===== src/design/tlbpt_pkg.sv =====
// Shared types and fixed widths for the TLB / page table translator.
// No dependencies; imported by every module of the block.
package tlbpt_pkg;

	localparam int ADDR_BITS  = 16;  // virtual and physical address width
	localparam int FRAME_BITS = 8;   // physical frame number width
	localparam int FREE_BITS  = 9;   // next-free-frame pointer width
	localparam int COUNT_BITS = 32;  // saturating hit and fault totals
	localparam int M_TDATA_BITS = 96;

	// Update command broadcast to every TLB cell
	typedef struct packed {
		logic commit;  // apply the update this cycle
		logic miss;    // request missed the TLB (insert a new entry)
	} tlbpt_ctl_t;

	// One page table entry
	typedef struct packed {
		logic                  valid;
		logic [FRAME_BITS-1:0] frame;
	} tlbpt_pte_t;

endpackage


===== src/design/tlbpt_cell.sv =====
// One TLB slot of the recency-ordered chain (slot 0 is least recent).
// Depends on tlbpt_pkg. Neighbor data comes from the next more recent cell.
module tlbpt_cell #(
	parameter int PAGE_BITS = 8
) (
	input  logic                            clk,
	input  logic                            arst_n,
	input  tlbpt_pkg::tlbpt_ctl_t           ctl,
	input  logic [PAGE_BITS-1:0]            look_page,
	input  logic [tlbpt_pkg::FRAME_BITS-1:0] new_frame,
	input  logic                            carry_in,
	input  logic                            prev_valid,
	input  logic                            next_valid,
	input  logic [PAGE_BITS-1:0]            next_page,
	input  logic [tlbpt_pkg::FRAME_BITS-1:0] next_frame,
	output logic                            valid,
	output logic [PAGE_BITS-1:0]            page,
	output logic [tlbpt_pkg::FRAME_BITS-1:0] frame,
	output logic                            match,
	output logic                            carry_out
);
	import tlbpt_pkg::*;

	logic                  valid_q;
	logic [PAGE_BITS-1:0]  page_q;
	logic [FRAME_BITS-1:0] frame_q;
	logic                  shift;
	logic                  take_next;
	logic                  load_new;

	// Tag compare; carry marks that this slot or a less recent one is removed
	// Empty slots above the fill level pass the carry on but never shift
	assign match     = valid_q && (page_q == look_page);
	assign carry_out = carry_in | match;
	assign shift     = carry_out && valid_q;

	// Removed slots pull from the more recent neighbor; the top of the run takes the request
	assign take_next = shift && next_valid;
	assign load_new  = (shift && !next_valid) || (!shift && ctl.miss && !valid_q && prev_valid);

	always_ff @(posedge clk or negedge arst_n) begin
		if (!arst_n) begin
			valid_q <= 1'b0;
		end else if (ctl.commit && load_new) begin
			valid_q <= 1'b1;
		end
	end

	// Payload, no reset
	always_ff @(posedge clk) begin
		if (ctl.commit) begin
			if (take_next) begin
				page_q  <= next_page;
				frame_q <= next_frame;
			end else if (load_new) begin
				page_q  <= look_page;
				frame_q <= new_frame;
			end
		end
	end

	assign valid = valid_q;
	assign page  = page_q;
	assign frame = frame_q;

endmodule


===== src/design/tlbpt_page_table.sv =====
// Page table memory: one entry per page holding a valid bit and a frame.
// Depends on tlbpt_pkg. Cleared by a one-entry-per-cycle sweep after reset.
module tlbpt_page_table #(
	parameter int PAGE_BITS = 8
) (
	input  logic                            clk,
	input  logic                            arst_n,
	input  logic                            rd_en,
	input  logic [PAGE_BITS-1:0]            rd_addr,
	output tlbpt_pkg::tlbpt_pte_t           rd_data,
	input  logic                            wr_en,
	input  logic [PAGE_BITS-1:0]            wr_addr,
	input  logic [tlbpt_pkg::FRAME_BITS-1:0] wr_frame,
	output logic                            clearing
);
	import tlbpt_pkg::*;

	localparam int DEPTH = 1 << PAGE_BITS;

	tlbpt_pte_t           mem [DEPTH];
	tlbpt_pte_t           rd_q;
	logic                 clr_busy_q;
	logic [PAGE_BITS-1:0] clr_addr_q;

	// Clear sweep over every entry after reset
	always_ff @(posedge clk or negedge arst_n) begin
		if (!arst_n) begin
			clr_busy_q <= 1'b1;
			clr_addr_q <= '0;
		end else if (clr_busy_q) begin
			clr_addr_q <= clr_addr_q + 1'b1;
			if (clr_addr_q == {PAGE_BITS{1'b1}}) begin
				clr_busy_q <= 1'b0;
			end
		end
	end

	// Single write port shared by sweep and updates
	always_ff @(posedge clk) begin
		if (clr_busy_q) begin
			mem[clr_addr_q] <= '0;
		end else if (wr_en) begin
			mem[wr_addr] <= '{valid: 1'b1, frame: wr_frame};
		end
	end

	// Registered read
	always_ff @(posedge clk) begin
		if (rd_en) begin
			rd_q <= mem[rd_addr];
		end
	end

	assign rd_data  = rd_q;
	assign clearing = clr_busy_q;

endmodule


===== src/design/tlb_page_table_translator.sv =====
// Top level: LRU TLB (chain of tlbpt_cell) in front of a demand-paged page table.
// Depends on tlbpt_pkg, tlbpt_cell and tlbpt_page_table.
//
// channel   | direction | payload
// s_axis    | in        | tdata[15:0] virtual_address
// m_axis    | out       | tdata[89:0] physical_address, frame_number, tlb_hit,
//           |           |   page_fault, hit_total, fault_total (zero pad to 96)
//
// For each request the accept edge launches the page table read; the commit edge,
// which waits for a free output register, commits the TLB chain update, page
// table write and result. After reset the page table is swept clear, one entry
// per cycle, and s_axis_tready stays low for the whole sweep.
// The output register frees the pipeline while a result waits; a held result
// stalls only the commit of the following request.
module tlb_page_table_translator #(
	parameter int TLB_ENTRIES = 16,
	parameter int PAGE_BITS   = 8,
	parameter int OFFSET_BITS = 8
) (
	input  logic        clk,
	input  logic        arst_n,
	input  logic        s_axis_tvalid,
	output logic        s_axis_tready,
	input  logic [15:0] s_axis_tdata,   // [15:0] virtual_address
	output logic        m_axis_tvalid,
	input  logic        m_axis_tready,
	// [15:0] physical_address, [23:16] frame_number, [24] tlb_hit, [25] page_fault,
	// [57:26] hit_total, [89:58] fault_total, [95:90] zero
	output logic [95:0] m_axis_tdata
);
	import tlbpt_pkg::*;

	logic                   accept;
	logic                   commit;
	logic                   busy_q;
	logic                   clearing;
	logic [31:0]            va_ext;
	logic [PAGE_BITS-1:0]   page_in;
	logic [PAGE_BITS-1:0]   page_q;
	logic [OFFSET_BITS-1:0] offset_q;
	tlbpt_pte_t             pte;
	tlbpt_ctl_t             ctl;

	logic                   cell_valid [TLB_ENTRIES];
	logic [PAGE_BITS-1:0]   cell_page  [TLB_ENTRIES];
	logic [FRAME_BITS-1:0]  cell_frame [TLB_ENTRIES];
	logic                   cell_match [TLB_ENTRIES];
	logic                   carry      [TLB_ENTRIES+1];

	logic                   hit;
	logic                   fault;
	logic [FRAME_BITS-1:0]  hit_frame;
	logic [FRAME_BITS-1:0]  frame;
	logic [31:0]            pa_full;
	logic [FREE_BITS-1:0]   next_free_q;
	logic [COUNT_BITS-1:0]  hit_cnt_q;
	logic [COUNT_BITS-1:0]  fault_cnt_q;
	logic [COUNT_BITS-1:0]  hit_cnt_nxt;
	logic [COUNT_BITS-1:0]  fault_cnt_nxt;
	logic                   out_valid_q;
	logic [M_TDATA_BITS-1:0] out_data_q;

	// Handshake: one request in flight; commit waits for a free output register
	assign s_axis_tready = !busy_q && !clearing;
	assign accept        = s_axis_tvalid && s_axis_tready;
	assign commit        = busy_q && (!out_valid_q || m_axis_tready);

	// Address split; bits above page and offset are dropped
	assign va_ext  = {16'b0, s_axis_tdata};
	assign page_in = va_ext[OFFSET_BITS +: PAGE_BITS];

	always_ff @(posedge clk or negedge arst_n) begin
		if (!arst_n) begin
			busy_q <= 1'b0;
		end else if (accept) begin
			busy_q <= 1'b1;
		end else if (commit) begin
			busy_q <= 1'b0;
		end
	end

	always_ff @(posedge clk) begin
		if (accept) begin
			page_q   <= page_in;
			offset_q <= s_axis_tdata[OFFSET_BITS-1:0];
		end
	end

	// Page table
	tlbpt_page_table #(
		.PAGE_BITS (PAGE_BITS)
	) u_page_table (
		.clk      (clk),
		.arst_n   (arst_n),
		.rd_en    (accept),
		.rd_addr  (page_in),
		.rd_data  (pte),
		.wr_en    (commit && fault),
		.wr_addr  (page_q),
		.wr_frame (frame),
		.clearing (clearing)
	);

	// TLB chain: a miss on a full chain shifts every slot, evicting slot 0
	assign carry[0]    = !hit && cell_valid[TLB_ENTRIES-1];
	assign ctl.commit  = commit;
	assign ctl.miss    = !hit;

	for (genvar i = 0; i < TLB_ENTRIES; i++) begin : g_cell
		logic                  prev_v;
		logic                  next_v;
		logic [PAGE_BITS-1:0]  next_p;
		logic [FRAME_BITS-1:0] next_f;

		if (i == 0) begin : g_first
			assign prev_v = 1'b1;
		end else begin : g_prev
			assign prev_v = cell_valid[i-1];
		end

		if (i == TLB_ENTRIES-1) begin : g_last
			assign next_v = 1'b0;
			assign next_p = '0;
			assign next_f = '0;
		end else begin : g_next
			assign next_v = cell_valid[i+1];
			assign next_p = cell_page[i+1];
			assign next_f = cell_frame[i+1];
		end

		tlbpt_cell #(
			.PAGE_BITS (PAGE_BITS)
		) u_cell (
			.clk        (clk),
			.arst_n     (arst_n),
			.ctl        (ctl),
			.look_page  (page_q),
			.new_frame  (frame),
			.carry_in   (carry[i]),
			.prev_valid (prev_v),
			.next_valid (next_v),
			.next_page  (next_p),
			.next_frame (next_f),
			.valid      (cell_valid[i]),
			.page       (cell_page[i]),
			.frame      (cell_frame[i]),
			.match      (cell_match[i]),
			.carry_out  (carry[i+1])
		);
	end

	// Hit detect and frame select; at most one slot matches
	always_comb begin
		hit       = 1'b0;
		hit_frame = '0;
		for (int i = 0; i < TLB_ENTRIES; i++) begin
			hit       = hit | cell_match[i];
			hit_frame = hit_frame | (cell_match[i] ? cell_frame[i] : '0);
		end
	end

	// Frame resolution: TLB, then page table, else allocate
	assign fault = !hit && !pte.valid;
	always_comb begin
		priority if (hit) begin
			frame = hit_frame;
		end else if (pte.valid) begin
			frame = pte.frame;
		end else begin
			frame = next_free_q[FRAME_BITS-1:0];
		end
	end

	// Saturating totals
	assign hit_cnt_nxt   = (hit && hit_cnt_q != '1) ? hit_cnt_q + 1'b1 : hit_cnt_q;
	assign fault_cnt_nxt = (fault && fault_cnt_q != '1) ? fault_cnt_q + 1'b1 : fault_cnt_q;

	always_ff @(posedge clk or negedge arst_n) begin
		if (!arst_n) begin
			next_free_q <= '0;
			hit_cnt_q   <= '0;
			fault_cnt_q <= '0;
		end else if (commit) begin
			if (fault) begin
				next_free_q <= next_free_q + 1'b1;
			end
			hit_cnt_q   <= hit_cnt_nxt;
			fault_cnt_q <= fault_cnt_nxt;
		end
	end

	// Result packing
	assign pa_full = (32'(frame) << OFFSET_BITS) | 32'(offset_q);

	always_ff @(posedge clk or negedge arst_n) begin
		if (!arst_n) begin
			out_valid_q <= 1'b0;
		end else if (commit) begin
			out_valid_q <= 1'b1;
		end else if (m_axis_tready) begin
			out_valid_q <= 1'b0;
		end
	end

	always_ff @(posedge clk) begin
		if (commit) begin
			out_data_q <= {6'b0, fault_cnt_nxt, hit_cnt_nxt, fault, hit, frame,
				pa_full[ADDR_BITS-1:0]};
		end
	end

	assign m_axis_tvalid = out_valid_q;
	assign m_axis_tdata  = out_data_q;

endmodule

===== config.mk =====
export PLATFORM = sky130hd
export DESIGN_NAME = tlb_page_table_translator
export DESIGN_NICKNAME = d
export VERILOG_FILES = /design/src/design/tlbpt_pkg.sv /design/src/design/tlbpt_cell.sv /design/src/design/tlbpt_page_table.sv /design/src/design/tlb_page_table_translator.sv
export SDC_FILE = /design/constraint.sdc
export NUM_CORES = 2
export LEC_CHECK = 0
export ABC_AREA = 1
export BUFFER_PORTS_ARGS = -buffer_cell sky130_fd_sc_hd__buf_2
export CORE_ASPECT_RATIO = 0.8
export CORE_UTILIZATION = 40
export CTS_BUF_LIST = sky130_fd_sc_hd__clkbuf_4
export CTS_CLUSTER_DIAMETER = 30
export CTS_CLUSTER_SIZE = 10
export DETAILED_ROUTE_END_ITERATION = 10
export MAX_ROUTING_LAYER = met4
export PLACE_DENSITY_LB_ADDON = 0.3
export SETUP_SLACK_MARGIN = 0.15
export SLEW_MARGIN = 10
export SYNTH_ARGS = -nofsm -noshare
export SYNTH_HDL_FRONTEND = slang
export SYNTH_SLANG_ARGS = --single-unit
export TNS_END_PERCENT = 5

===== constraint.sdc =====
create_clock -name clk -period 11 [get_ports clk]
set_input_delay 2.2 -clock clk [delete_from_list [all_inputs] [get_ports clk]]
set_output_delay 2.2 -clock clk [all_outputs]
set_load 0.05 [all_outputs]

==> summary.md <==
| Metric | Value |
|---|---|
| Run status | `completed` |
| First-pass GRT wire length | `501,000 um` |
| Number of flops mapped to enable cells by yosys | `2,667` |
| Setup slack on the worst flop-to-flop path | `3.79 ns` |
| Total negative slack for setup checks | `0 ns` |
| Global-route met2 utilization | `0.346` |
| Post-synthesis instance total | `9,507` |
| Area of the mapped netlist | `0.113 mm2` |
| Worst-margin pin slew | `1.29 ns` |
| Chip Height | `478 um` |
| Hold Violations, Final | `0` |
| Placement-stage worst setup slack | `3.35 ns` |
| Share of final-layout standard cells stronger than drive strength 1 | `0.106` |
| Detail-routed net length per standard cell | `25.0 um` |
| DP HPWL | `202,000 um` |
| Via count of the first global-routing pass | `75,200` |
| Worst Hold Slack | `0.425 ns` |
| Number of buffers added to fix hold violations after cts | `0` |
| Number of port buffers | `111` |
| PnR worst setup slack | `3.79 ns` |
| Largest net degree at the start of global routing | `215` |
| Post-layout utilization of the core | `0.445` |
| Dominant cells by area after synthesis | `sky130_fd_sc_hd__edfxtp_1 (71%), sky130_fd_sc_hd__o21ai_0 (7.9%), sky130_fd_sc_hd__nor2_1 (6.6%)` |
| Vias per inst | `5.75` |
| TritonCTS clock tree | `built` |
| Remaining Overflow, GRT | `0` |
| Global routing met1 resource utilization | `0.345` |
| Critical Setup Path Class | `reg -> reg` |
| Busiest metal layer after global routing | `met2` |
| Starting DRT DRC Count | `11,200` |
| Clock transition at the registers of the reported paths | `0.10 ns` |
| Antenna Nets Post-Route | `0` |
| Classification of the worst-slack hold path | `reg -> reg` |
| H-tree depth | `5` |
| Pre-antenna DRT Iters | `6` |
| Worst Setup End Kind | `flop` |
| Gates resized, CTS repair | `0` |
| Via count | `78,800` |
| Placer's final routability congestion estimate | `0.928` |
| Number of sinks handled by clock tree synthesis | `2,766` |
| Final setup vio count | `0` |
| Data required time at the worst endpoint | `11.91 ns` |
| Clock latency reported for the late side of the worst-skew pair | `1.35 ns` |
| Biggest area consumer among synthesized cells | `sky130_fd_sc_hd__edfxtp_1` |
| Number of distinct library cells after synthesis | `46` |
| Worst clock skew | `0.120 ns` |
| Worst IR drop on VDD | `0.141 mV` |
| Final routed wirelength across all metal layers | `343,000 um` |
| Minimum clock period | `7.21 ns` |
| CP max FO | `39` |
| Placeable core region | `0.281 mm2` |
| Row Count | `174` |
| Initial Util | `0.403` |
| Share of synthesized area occupied by flip-flops and latches | `0.728` |
| Number of clock buffers inserted by TritonCTS | `446` |
| Synthesis-stage register bit count | `2,766` |
| Total leakage power | `41.3 nW` |
| Max-cap check violation count | `0` |
| Post-CTS Setup Bufs | `0` |
| DRC violation count after routing | `0` |
| Root Buffer Master | `sky130_fd_sc_hd__clkbuf_4` |
| Max Freq | `139 MHz` |
| Total Nets Final | `9,566` |
| Number of pins exceeding their max-slew limit in the final report | `0` |
| Pwr Density | `198 mW/mm2` |
| Pwr Total | `0.0248 W` |
| Share of synthesized flip-flops with an asynchronous set or reset | `0.0358` |
| Synth top area share | `0.706` |
| Number of I/O pins | `118` |
| Yosys warnings | `0` |
| Critical path launch point type | `flop` |
| Area Growth Syn to Fin | `10.3%` |
| CP Data Arrival Time | `8.11 ns` |
| Maximum clock path buffer count | `4` |
| Die area | `0.286 mm2` |
| Setup repair after global routing missed its margin | `false` |
| Mean instance size in the synthesized netlist | `11.9 um2` |
| Gr usage total | `0.241` |
| GR met3 Demand/Resource | `0.0532` |
| Worst slew margin | `0.138` |
| Antenna violations before repair | `20` |
| X dimension of the die | `597 um` |
| Final worst-path cycle share | `0.655` |
| Most used flip-flop cell after synthesis | `sky130_fd_sc_hd__edfxtp_1` |
-- layout make-up --
cell class / instances / area, um2
diodes: 17 / 42.5
clock buffers: 513 / 3850
clock inverters: 291 / 3750
fillers: 25700 / 156000
inverters: 296 / 1140
multi-input cells: 5798 / 27300
flip-flops and latches: 2766 / 82600
well taps: 3784 / 4730
repair buffers: 234 / 1770
-- critical path, stage by stage (launching register included) --
cell	delay, ns
sky130_fd_sc_hd__edfxtp_1	0.41
sky130_fd_sc_hd__buf_4	0.25
sky130_fd_sc_hd__inv_2	0.54
sky130_fd_sc_hd__o21ai_0	0.16
sky130_fd_sc_hd__nor2_1	0.12
sky130_fd_sc_hd__nand3_1	0.08
sky130_fd_sc_hd__nor2_1	0.75
sky130_fd_sc_hd__nor2_2	0.13
sky130_fd_sc_hd__nand2_1	0.14
sky130_fd_sc_hd__nor2_2	0.05
sky130_fd_sc_hd__nand2_2	0.16
sky130_fd_sc_hd__nor2_4	0.08
sky130_fd_sc_hd__nand2_4	0.19
sky130_fd_sc_hd__nor2_4	0.03
sky130_fd_sc_hd__buf_4	0.29
sky130_fd_sc_hd__or2_2	0.33
sky130_fd_sc_hd__o21ai_0	0.30
sky130_fd_sc_hd__inv_1	0.15
sky130_fd_sc_hd__nor2_1	0.76
sky130_fd_sc_hd__nand2_1	0.93
sky130_fd_sc_hd__nor2_1	0.87
-- cell usage in the layout (no fill, tap or decap), types with 36 or more instances in the layout --
cell type,n
sky130_fd_sc_hd__clkinv_1,51
sky130_fd_sc_hd__dfrtp_1,98
sky130_fd_sc_hd__buf_4,105
sky130_fd_sc_hd__clkinvlp_4,36
sky130_fd_sc_hd__clkbuf_4,513
sky130_fd_sc_hd__edfxtp_1,2667
sky130_fd_sc_hd__xor2_1,63
sky130_fd_sc_hd__inv_1,277
sky130_fd_sc_hd__o32ai_1,46
sky130_fd_sc_hd__nand4_1,40
sky130_fd_sc_hd__o22ai_1,723
sky130_fd_sc_hd__nor3_1,39
sky130_fd_sc_hd__nand3_1,83
sky130_fd_sc_hd__o21ai_0,1783
sky130_fd_sc_hd__bufinv_16,82
sky130_fd_sc_hd__nor2_1,1988
sky130_fd_sc_hd__clkinv_2,62
sky130_fd_sc_hd__buf_2,105
sky130_fd_sc_hd__nand2_1,819
sky130_fd_sc_hd__a21oi_1,51
-- worst paths after layout --
kind                             startpoint                    endpoint  cells past startpoint
worst max-delay path              page_q[1]    u_page_table.mem[230][6]                     20
worst min-delay path            offset_q[1]             m_axis_tdata[1]                      0
worst max register to register    page_q[1]    u_page_table.mem[230][6]                     20
worst min register to register  offset_q[1]             m_axis_tdata[1]                      0
max in group asynchronous            arst_n      g_cell[9].u_cell.valid                      2
min in group asynchronous            arst_n  u_page_table.clr_addr_q[4]                      1
-- cell families after synthesis --
family                   Yosys count  share of synthesized area
other                              1                  0.0000331
flip-flops                      2766                      0.728
adder cells (fa/ha/maj)            4                   0.000441
AO/OA/AOI/OAI                   2655                      0.128
XOR/XNOR                          91                    0.00703
buffers and inverters            948                     0.0326
AND/OR/NAND/NOR                 3042                      0.104
-- through the flow --
step / cells / instance area [um2]
3_5_place_dp: 12900 / 118000
3_3_place_gp: 12900 / 118000
2_1_floorplan: 9512 / 113000
6_report: 13700 / 125000
4_1_cts: 13700 / 125000
5_1_grt: 13700 / 125000
-- sequential cells by signal (all words and copies together), names as in the netlist, 9 cells and up --
register and cells:
fault_cnt_q 32, g_cell.u_cell.frame 128, g_cell.u_cell.page 128, g_cell.u_cell.valid 16, hit_cnt_q 32, m_axis_tdata 82, u_page_table.mem 2304, u_page_table.rd_data 9
-- where the power goes --
group / switching, W / total, W / internal, W
registers: 0.000288 / 0.0128 / 0.0125
clock network: 0.00413 / 0.00843 / 0.00430
logic: 0.00281 / 0.00356 / 0.000751
-- layer usage --
metal | vias to the layer above | wire length (um)
li1 | 34800 | -
met1 | 38800 | 148000
met2 | 4633 | 149000
met3 | 582 | 38100
met4 | 0 | 8350
met5 | - | 0
-- synthesized netlist by cell type, types with 40 or more instances --
cell type and count:
sky130_fd_sc_hd__o22ai_1 723, sky130_fd_sc_hd__o32ai_1 46, sky130_fd_sc_hd__dfrtp_1 98, sky130_fd_sc_hd__clkbuf_1 550, sky130_fd_sc_hd__o21ai_0 1783, sky130_fd_sc_hd__nor2_1 1997, sky130_fd_sc_hd__a21oi_1 51, sky130_fd_sc_hd__buf_2 60
sky130_fd_sc_hd__nand4_1 40, sky130_fd_sc_hd__edfxtp_1 2667, sky130_fd_sc_hd__nand2_1 827, sky130_fd_sc_hd__inv_1 277, sky130_fd_sc_hd__nand3_1 83, sky130_fd_sc_hd__xor2_1 63
Power figures use the tool's default switching activity.
